[config.mk]
export PLATFORM = sky130hd
export DESIGN_NAME = signed_integer_divider_unit_flat
export DESIGN_NICKNAME = d
export VERILOG_FILES = /design/src/rtl/core/sidu_pkg.sv /design/src/rtl/core/sidu_if.sv /design/src/rtl/core/sidu_datapath.sv /design/src/rtl/core/sidu_controller.sv /design/src/rtl/core/signed_integer_divider_unit.sv /design/src/flat_wrapper.sv
export SDC_FILE = /design/constraint.sdc
export NUM_CORES = 1
export LEC_CHECK = 0
export ABC_CLOCK_PERIOD_IN_PS = 8500
export BUFFER_PORTS_ARGS = -buffer_cell sky130_fd_sc_hd__buf_2
export CORE_UTILIZATION = 65
export DETAILED_ROUTE_END_ITERATION = 10
export GPL_TIMING_DRIVEN = 0
export HOLD_SLACK_MARGIN = 0.03
export PLACE_DENSITY = 0.93
export SKIP_CTS_REPAIR_TIMING = 1
export SLEW_MARGIN = 15
export SYNTH_ARGS = -nofsm -noshare
export SYNTH_HDL_FRONTEND = slang
export SYNTH_HIERARCHICAL = 1
export SYNTH_SLANG_ARGS = --single-unit
[constraint.sdc]
create_clock -name clock -period 8.5 [get_ports clock]
set_input_delay 0 -clock clock [delete_from_list [all_inputs] [get_ports clock]]
set_output_delay 0 -clock clock [all_outputs]
set_load 0.01 [all_outputs]
[src/rtl/core/sidu_pkg.sv]
// shared constants and controller/datapath signal types for the signed divider
`timescale 1ns / 1ps

package sidu_pkg;

   localparam int DEF_DATA_WIDTH = 32;

   // commands from the controller to the datapath
   typedef struct packed {
      logic load;     // capture operands, form magnitudes and signs
      logic step;     // one restoring shift and subtract
      logic finish;   // apply sign, saturate, register the result
   } cmd_type;

   // status from the datapath to the controller
   typedef struct packed {
      logic zero_div;  // captured divisor was zero
   } stat_type;

endpackage

[src/rtl/core/sidu_if.sv]
// valid/ready channel interfaces for divider requests and responses
`timescale 1ns / 1ps

interface sidu_req_if #(
   parameter int WIDTH = 32
) ();
   logic                    valid;
   logic                    ready;
   logic signed [WIDTH-1:0] numerator;
   logic signed [WIDTH-1:0] denominator;

   modport source (output valid, output numerator, output denominator, input ready);
   modport sink   (input valid, input numerator, input denominator, output ready);
endinterface

interface sidu_rsp_if #(
   parameter int WIDTH = 32
) ();
   logic                    valid;
   logic                    ready;
   logic signed [WIDTH-1:0] quotient;
   logic                    overflow;
   logic                    div_by_zero;

   modport source (output valid, output quotient, output overflow, output div_by_zero,
                   input ready);
   modport sink   (input valid, input quotient, input overflow, input div_by_zero,
                   output ready);
endinterface

[src/rtl/core/sidu_datapath.sv]
// divider datapath: operand magnitudes, restoring remainder/quotient shifter, sign fix-up
`timescale 1ns / 1ps

module sidu_datapath #(
   parameter int DATA_WIDTH = sidu_pkg::DEF_DATA_WIDTH
) (
   input  logic                         clock,
   input  logic                         reset,
   input  sidu_pkg::cmd_type            cmd,
   output sidu_pkg::stat_type           stat,
   input  logic signed [DATA_WIDTH-1:0] numerator,
   input  logic signed [DATA_WIDTH-1:0] denominator,
   output logic signed [DATA_WIDTH-1:0] quotient,
   output logic                         overflow,
   output logic                         div_by_zero
);
   import sidu_pkg::*;

   localparam int DW = DATA_WIDTH;

   // numerator bits shift out of the top while quotient bits shift in at the bottom
   logic [DW-1:0] num_ff, num_in;
   logic [DW-1:0] den_ff, den_in;
   logic [DW-1:0] rem_ff, rem_in;
   logic          neg_ff, neg_in;
   logic          zero_ff, zero_in;
   logic [DW-1:0] quot_ff, quot_in;
   logic          ovf_ff, ovf_in;
   logic          dz_ff, dz_in;

   logic [DW:0]   rem_shift;
   logic [DW:0]   diff;

   always_comb begin
      rem_shift = {rem_ff, num_ff[DW-1]};
      diff      = rem_shift - {1'b0, den_ff};

      num_in  = num_ff;
      den_in  = den_ff;
      rem_in  = rem_ff;
      neg_in  = neg_ff;
      zero_in = zero_ff;
      quot_in = quot_ff;
      ovf_in  = ovf_ff;
      dz_in   = dz_ff;

      if (cmd.load) begin
         num_in  = numerator[DW-1] ? (~numerator + 1'b1) : numerator;
         den_in  = denominator[DW-1] ? (~denominator + 1'b1) : denominator;
         rem_in  = '0;
         neg_in  = numerator[DW-1] ^ denominator[DW-1];
         zero_in = (denominator == '0);
      end else if (cmd.step) begin
         if (!diff[DW]) begin
            rem_in = diff[DW-1:0];
            num_in = {num_ff[DW-2:0], 1'b1};
         end else begin
            rem_in = rem_shift[DW-1:0];
            num_in = {num_ff[DW-2:0], 1'b0};
         end
      end

      if (cmd.finish) begin
         ovf_in = 1'b0;
         dz_in  = 1'b0;
         if (zero_ff) begin
            quot_in = '0;
            dz_in   = 1'b1;
         end else if (neg_ff) begin
            quot_in = ~num_ff + 1'b1;
         end else if (num_ff[DW-1]) begin
            // only the most negative value over minus one lands here
            quot_in = {1'b0, {(DW-1){1'b1}}};
            ovf_in  = 1'b1;
         end else begin
            quot_in = num_ff;
         end
      end
   end

   always_ff @(posedge clock) begin
      if (reset) begin
         zero_ff <= 1'b0;
      end else begin
         zero_ff <= zero_in;
      end
      num_ff  <= num_in;
      den_ff  <= den_in;
      rem_ff  <= rem_in;
      neg_ff  <= neg_in;
      quot_ff <= quot_in;
      ovf_ff  <= ovf_in;
      dz_ff   <= dz_in;
   end

   assign stat.zero_div = zero_ff;
   assign quotient      = quot_ff;
   assign overflow      = ovf_ff;
   assign div_by_zero   = dz_ff;

endmodule

[src/rtl/core/sidu_controller.sv]
// divider controller: handshakes, iteration counter and datapath sequencing
`timescale 1ns / 1ps

module sidu_controller #(
   parameter int DATA_WIDTH = sidu_pkg::DEF_DATA_WIDTH
) (
   input  logic               clock,
   input  logic               reset,
   input  logic               req_valid,
   output logic               req_ready,
   output logic               rsp_valid,
   input  logic               rsp_ready,
   output sidu_pkg::cmd_type  cmd,
   input  sidu_pkg::stat_type stat
);
   import sidu_pkg::*;

   localparam int CW = $clog2(DATA_WIDTH);

   typedef enum logic [1:0] {
      ST_IDLE,
      ST_DIVIDE,
      ST_FINISH,
      ST_RESPOND
   } state_type;

   state_type     state_ff;
   logic [CW-1:0] count_ff;
   logic          req_ready_ff;
   logic          rsp_valid_ff;
   logic          accept;

   assign accept = req_valid && req_ready_ff;

   always_comb begin
      cmd.load   = accept;
      cmd.step   = (state_ff == ST_DIVIDE) && !stat.zero_div;
      cmd.finish = (state_ff == ST_FINISH);
   end

   always_ff @(posedge clock) begin
      if (reset) begin
         state_ff     <= ST_IDLE;
         count_ff     <= '0;
         req_ready_ff <= 1'b0;
         rsp_valid_ff <= 1'b0;
      end else begin
         unique case (state_ff)
            ST_IDLE: begin
               req_ready_ff <= 1'b1;
               if (accept) begin
                  req_ready_ff <= 1'b0;
                  count_ff     <= CW'(DATA_WIDTH - 1);
                  state_ff     <= ST_DIVIDE;
               end
            end
            ST_DIVIDE: begin
               // a zero divisor needs no iterations
               if (stat.zero_div || count_ff == '0) begin
                  state_ff <= ST_FINISH;
               end else begin
                  count_ff <= count_ff - 1'b1;
               end
            end
            ST_FINISH: begin
               rsp_valid_ff <= 1'b1;
               state_ff     <= ST_RESPOND;
            end
            ST_RESPOND: begin
               if (rsp_ready) begin
                  rsp_valid_ff <= 1'b0;
                  req_ready_ff <= 1'b1;
                  state_ff     <= ST_IDLE;
               end
            end
            default: begin
               state_ff <= ST_IDLE;
            end
         endcase
      end
   end

   assign req_ready = req_ready_ff;
   assign rsp_valid = rsp_valid_ff;

endmodule

[src/rtl/core/signed_integer_divider_unit.sv]
// Signed integer divider, radix-2 restoring, one item in flight at a time.
// An item carries a two's complement numerator and denominator of DATA_WIDTH bits and
// returns the quotient truncated toward zero. The most negative value divided by minus
// one saturates to the largest positive value with overflow set; a zero denominator
// returns zero with div_by_zero set. From accept to the earliest response handshake an
// item passes the shift and subtract loop, one quotient bit per cycle, then the sign
// fix-up state and the response state; a zero denominator skips the loop. The next item
// is accepted the cycle after the response is taken.
`timescale 1ns / 1ps

module signed_integer_divider_unit #(
   parameter int DATA_WIDTH = sidu_pkg::DEF_DATA_WIDTH
) (
   input logic        clock,
   input logic        reset,
   sidu_req_if.sink   req_ch,
   sidu_rsp_if.source rsp_ch
);
   import sidu_pkg::*;

   cmd_type  cmd;
   stat_type stat;

   sidu_controller #(
      .DATA_WIDTH (DATA_WIDTH)
   ) u_controller (
      .clock     (clock),
      .reset     (reset),
      .req_valid (req_ch.valid),
      .req_ready (req_ch.ready),
      .rsp_valid (rsp_ch.valid),
      .rsp_ready (rsp_ch.ready),
      .cmd       (cmd),
      .stat      (stat)
   );

   sidu_datapath #(
      .DATA_WIDTH (DATA_WIDTH)
   ) u_datapath (
      .clock       (clock),
      .reset       (reset),
      .cmd         (cmd),
      .stat        (stat),
      .numerator   (req_ch.numerator),
      .denominator (req_ch.denominator),
      .quotient    (rsp_ch.quotient),
      .overflow    (rsp_ch.overflow),
      .div_by_zero (rsp_ch.div_by_zero)
   );

endmodule

[src/flat_wrapper.sv]
// flat-port wrapper written by rule: the top's interface ports become plain ports
module signed_integer_divider_unit_flat import sidu_pkg::*;
#(
   parameter int DATA_WIDTH = sidu_pkg::DEF_DATA_WIDTH
)
  (clock, reset, req_ch_valid, req_ch_numerator, req_ch_denominator, req_ch_ready, rsp_ch_valid, rsp_ch_quotient, rsp_ch_overflow, rsp_ch_div_by_zero, rsp_ch_ready);
  sidu_req_if #(.WIDTH((sidu_pkg::DEF_DATA_WIDTH))) req_ch_i ();
  sidu_rsp_if #(.WIDTH((sidu_pkg::DEF_DATA_WIDTH))) rsp_ch_i ();
  input logic clock;
  input logic reset;
  input wire logic [$bits(req_ch_i.valid)-1:0] req_ch_valid;
  input wire logic [$bits(req_ch_i.numerator)-1:0] req_ch_numerator;
  input wire logic [$bits(req_ch_i.denominator)-1:0] req_ch_denominator;
  output wire logic [$bits(req_ch_i.ready)-1:0] req_ch_ready;
  output wire logic [$bits(rsp_ch_i.valid)-1:0] rsp_ch_valid;
  output wire logic [$bits(rsp_ch_i.quotient)-1:0] rsp_ch_quotient;
  output wire logic [$bits(rsp_ch_i.overflow)-1:0] rsp_ch_overflow;
  output wire logic [$bits(rsp_ch_i.div_by_zero)-1:0] rsp_ch_div_by_zero;
  input wire logic [$bits(rsp_ch_i.ready)-1:0] rsp_ch_ready;
  assign req_ch_i.valid = req_ch_valid;
  assign req_ch_i.numerator = req_ch_numerator;
  assign req_ch_i.denominator = req_ch_denominator;
  assign req_ch_ready = req_ch_i.ready;
  assign rsp_ch_valid = rsp_ch_i.valid;
  assign rsp_ch_quotient = rsp_ch_i.quotient;
  assign rsp_ch_overflow = rsp_ch_i.overflow;
  assign rsp_ch_div_by_zero = rsp_ch_i.div_by_zero;
  assign rsp_ch_i.ready = rsp_ch_ready;
  signed_integer_divider_unit #(.DATA_WIDTH(DATA_WIDTH)) u_core (.clock(clock), .reset(reset), .req_ch(req_ch_i), .rsp_ch(rsp_ch_i));
endmodule
==> results.md <==
- Filler cell count: 827
- Core area: between 10,000 and 15,000 µm²
- Yosys cell types: 70
- Detail Route Antenna Nets: 0
- Ys flop type: edfxtp_1
- Final hold vios: 1
- Post-synthesis instance area: 9410 µm²
- Cell internal pwr: approximately 0.0022 W
- Synth area leaders: edfxtp_1, dfxtp_1, ha_1
- R2r setup slk: 4550 ps
- CP peak stage delay: 470 ps
- Storage cell area: 3810 µm²
- Max Cap Viol: 0
- Mapped Cells: roughly 1,100
- Fin. max-slew vios: 0
- Setup Skew: 9.34 ps
- CP Class: register to register
- Global-route wire length before repair: 41,500 µm
- Final setup fails: 0
- Clock Latency Late Sink: 430 ps
- Io pins: 104
- Port bufs: 103
- Final RePlAce weighted congestion: 0.945
- DRT Pass-1 Iters: 7
- Cell Rows: 43
- R2R cell count: 12
- Crit path capture: u_core/u_datapath/rem_ff[13]
- Critical Path Start: u_core/u_datapath/num_ff[31]
- Post-synth EDFFs: 99
- Gr usage total: 0.357
- Status: finished, violations left
- Die height: 122 µm
- Pwr Total: a little under 0.004 W
- Initial core utilization: 0.673
- Net switching power: roughly 0.0017 W
- WL per Instance: a little under 20 µm
- Synth area leader: edfxtp_1
- Die W: 122 µm
- Top-area cell type share of the netlist area: 0.316
- CTS clk-pin slew, worst paths: about 60 ps
- N_diodes: 0
- Flops & latches, synth: about 140
- Layout Nets: 1,329
- Combinational fraction of design power: 0.464
- Final WS setup: 4550 ps
- Clock Path Buffers: 2
- Syn-to-layout area delta: 19.6%
- Worst-Margin Slew: 821 ps
- Clock network fraction of total power: 0.208
- YS warnings: 6
- Reg-to-Reg End: u_core/u_datapath/rem_ff[13]
- Min-delay worst type: input port to register
- Drt drc: 0
- DIE AREA: 15,000 µm²
- Largest net degree at the start of global routing: 40
- Clk root buf: clkbuf_16
- Failing checks: hold timing
- Via count: 9,440
- CTS Sinks: ~140
- Worst vdd ir: 216 µV
- Max_slew headroom: 0.453
- FF-to-FF Start: u_core/u_datapath/num_ff[31]
- Final std cells w/o fill: 1,412
- Data arrival, critical path: 4270 ps
- Ys async rst share: 0
- RSZ-0062 raised after global routing: no
- Switch share: 0.433
- Via-to-Cell Ratio: 6.69
- Leakage: about 4.4 nW
- Power Density: around 350 nW/µm²
- CP Capture Type: register
- Total negative slack: 0 ps
- Initial antenna violation count: 0
- Layout cells sized above 1: 0.136
- Placed Cells: 1,338
- Total wire length: roughly 28,000 µm
- Post-layout minimum cycle time: approximately 4000 ps
- Critical-path cell list: inv_1 > ha_1 > fa_1 > nand2b_1 > a21oi_1 > o21ai_1 > a31o_2 > o41a_1 > xnor2_2 > buf_2 > nand2_1 > a311oi_1
- Vias in the first global route: 8,452
- Critical path required time: 8820 ps
- DP Worst Slack: 4690 ps
- Num CTS Buffers: 17
- CTS tree: built
- Hold Slack: -4.13 ps
- HPWL Detailed: about 18,000 µm
- Initial DRC Count: 1,506
- Crit Path Max Fanout: 10
- Syn avg cell area: just under 9 µm²
- Startpoint types: register
- Multi-input logic area: 5150 µm²
- Share of power burned in registers: 0.328
- CP max stage cell: xnor2_2
- Sequential share of the synthesized area: 0.405
- Final period util: 0.465
- Htree depth: 4
- Achievable Freq: 0.253 GHz
- GR Overflow Total: 0
- Post-Syn Nets: 1,165
==> worst min-delay path by stage <==
stage | cells after the start | end | slack [ps] | start
finish | 3 | u_core/u_datapath/num_ff[20] | -4 | req_ch_numerator[20]
global route | 3 | u_core/u_datapath/num_ff[18] | 30 | req_ch_numerator[18]
CTS | 2 | u_core/u_datapath/stat | -260 | reset
detailed placement | 2 | u_core/u_datapath/stat | 190 | reset
global placement | 2 | u_core/u_datapath/stat | 190 | reset
floorplan | 1 | u_core/u_datapath/stat | 70 | reset
==> state kept, by name, indices dropped and copies added, names as in the netlist <==
register and cells:
u_core/u_datapath/neg_ff 1, u_core/u_datapath/rem_ff 32, u_core/u_datapath/quotient 32, u_core/u_controller/count_ff 5
u_core/u_datapath/overflow 1, u_core/u_controller/req_ready 1, u_core/u_datapath/den_ff 32, u_core/u_datapath/num_ff 32
u_core/u_controller/state_ff 2, u_core/u_datapath/stat 1, u_core/u_controller/rsp_valid 1, u_core/u_datapath/div_by_zero 1
==> power groups by stage <==
stage          Clock, W  Combinational, W  Sequential (W)
3_3_place_gp          0           0.00164         0.00128
4_1_cts        0.000823           0.00175         0.00128
5_1_grt        0.000847           0.00200         0.00131
2_1_floorplan         0           0.00128         0.00122
3_5_place_dp          0           0.00170         0.00129
6_report       0.000825           0.00184         0.00130
==> kinds of logic after synthesis <==
| kind of cell | count (synthesis) | share of synthesized area |
|---|---|---|
| AO/OA/AOI/OAI | 303 | 0.218 |
| XOR/XNOR | 89 | 0.0836 |
| adder cells (fa/ha/maj) | 42 | 0.0566 |
| buffers and inverters | 119 | 0.0481 |
| flip-flops | 141 | 0.405 |
| multiplexers | 6 | 0.00665 |
| AND/OR/NAND/NOR | 355 | 0.181 |
==> worst max-delay path: cells and delay by family (launching register included) <==
kind,cells,cell delay [ps]
AO/OA/AOI/OAI,5,1480
adder cells (fa/ha/maj),2,640
buffers and inverters,2,490
XOR/XNOR,1,470
flip-flops,1,430
AND/OR/NAND/NOR,2,330
==> Yosys cell counts (12+ instances only) <==
library cell    n
nor2_1        113
nand2_1       109
edfxtp_1       99
a21oi_1        87
inv_1          60
clkbuf_1       52
o21ai_0        50
xor2_1         46
dfxtp_1        42
xnor2_1        42
ha_1           41
a311oi_1       37
nor3_1         24
o31ai_1        21
nand2b_1       15
nand3_1        15
a31oi_1        14
a21o_1         13
a211oi_1       12
==> placed cells by master, fill, tap and decap left out, types with 8 or more instances in the layout <==
master / synthesis / final
clkbuf_1: 52 / 52
or4_1: 10 / 10
clkbuf_16: 0 / 25
or3_1: 8 / 8
a211oi_1: 12 / 12
nor4_1: 10 / 10
xnor2_1: 42 / 42
nor3_1: 24 / 24
dfxtp_1: 42 / 42
o221a_2: 8 / 8
a31oi_1: 14 / 14
o41ai_1: 9 / 9
buf_2: 2 / 105
o21ai_0: 50 / 50
xor2_1: 46 / 46
o31ai_1: 21 / 21
dlygate4sd3_1: 0 / 42
nand4_1: 11 / 11
nand3_1: 15 / 15
edfxtp_1: 99 / 99
nand2b_1: 15 / 15
a311oi_1: 37 / 37
ha_1: 41 / 40
nor2b_1: 8 / 8
nand2_1: 109 / 109
a21o_1: 13 / 13
nor2_1: 113 / 113
inv_1: 60 / 59
a21oi_1: 87 / 87
==> through the flow <==
| stage | hold WS (ps) | utilization | cell area, µm² |
|---|---|---|---|
| 5_1_grt | 31.6 | 0.804 | 11300 |
| 2_1_floorplan | 71.6 | - | 9410 |
| 4_1_cts | -256 | 0.774 | 10800 |
| 3_3_place_gp | 194 | 0.726 | 10200 |
| 3_5_place_dp | 192 | 0.726 | 10200 |
| 6_report | -4.13 | 0.804 | 11300 |
==> per-layer routing <==
layer / up-vias / share of wire / wire length, µm / track usage
met3: 125 / 0.12 / 3330 / 0.0869
met4: 0 / 0.038 / 1040 / 0.146
met2: 749 / 0.46 / 12600 / 0.560
met1: 4325 / 0.39 / 10700 / 0.473
met5: - / 0 / 0 / 0
li1: 4241 / - / - / -
==> final cells by class <==
cell class | count | area share
buffer | 58 | 0.0199
clock buffer | 26 | 0.0563
clock inverter | 6 | 0.00400
inverter | 61 | 0.0203
multi-input combinational | 795 | 0.457
sequential | 141 | 0.339
tap | 180 | 0.0200
timing repair buffer | 145 | 0.0832
Note: power is estimated with default switching activity, not from simulation.
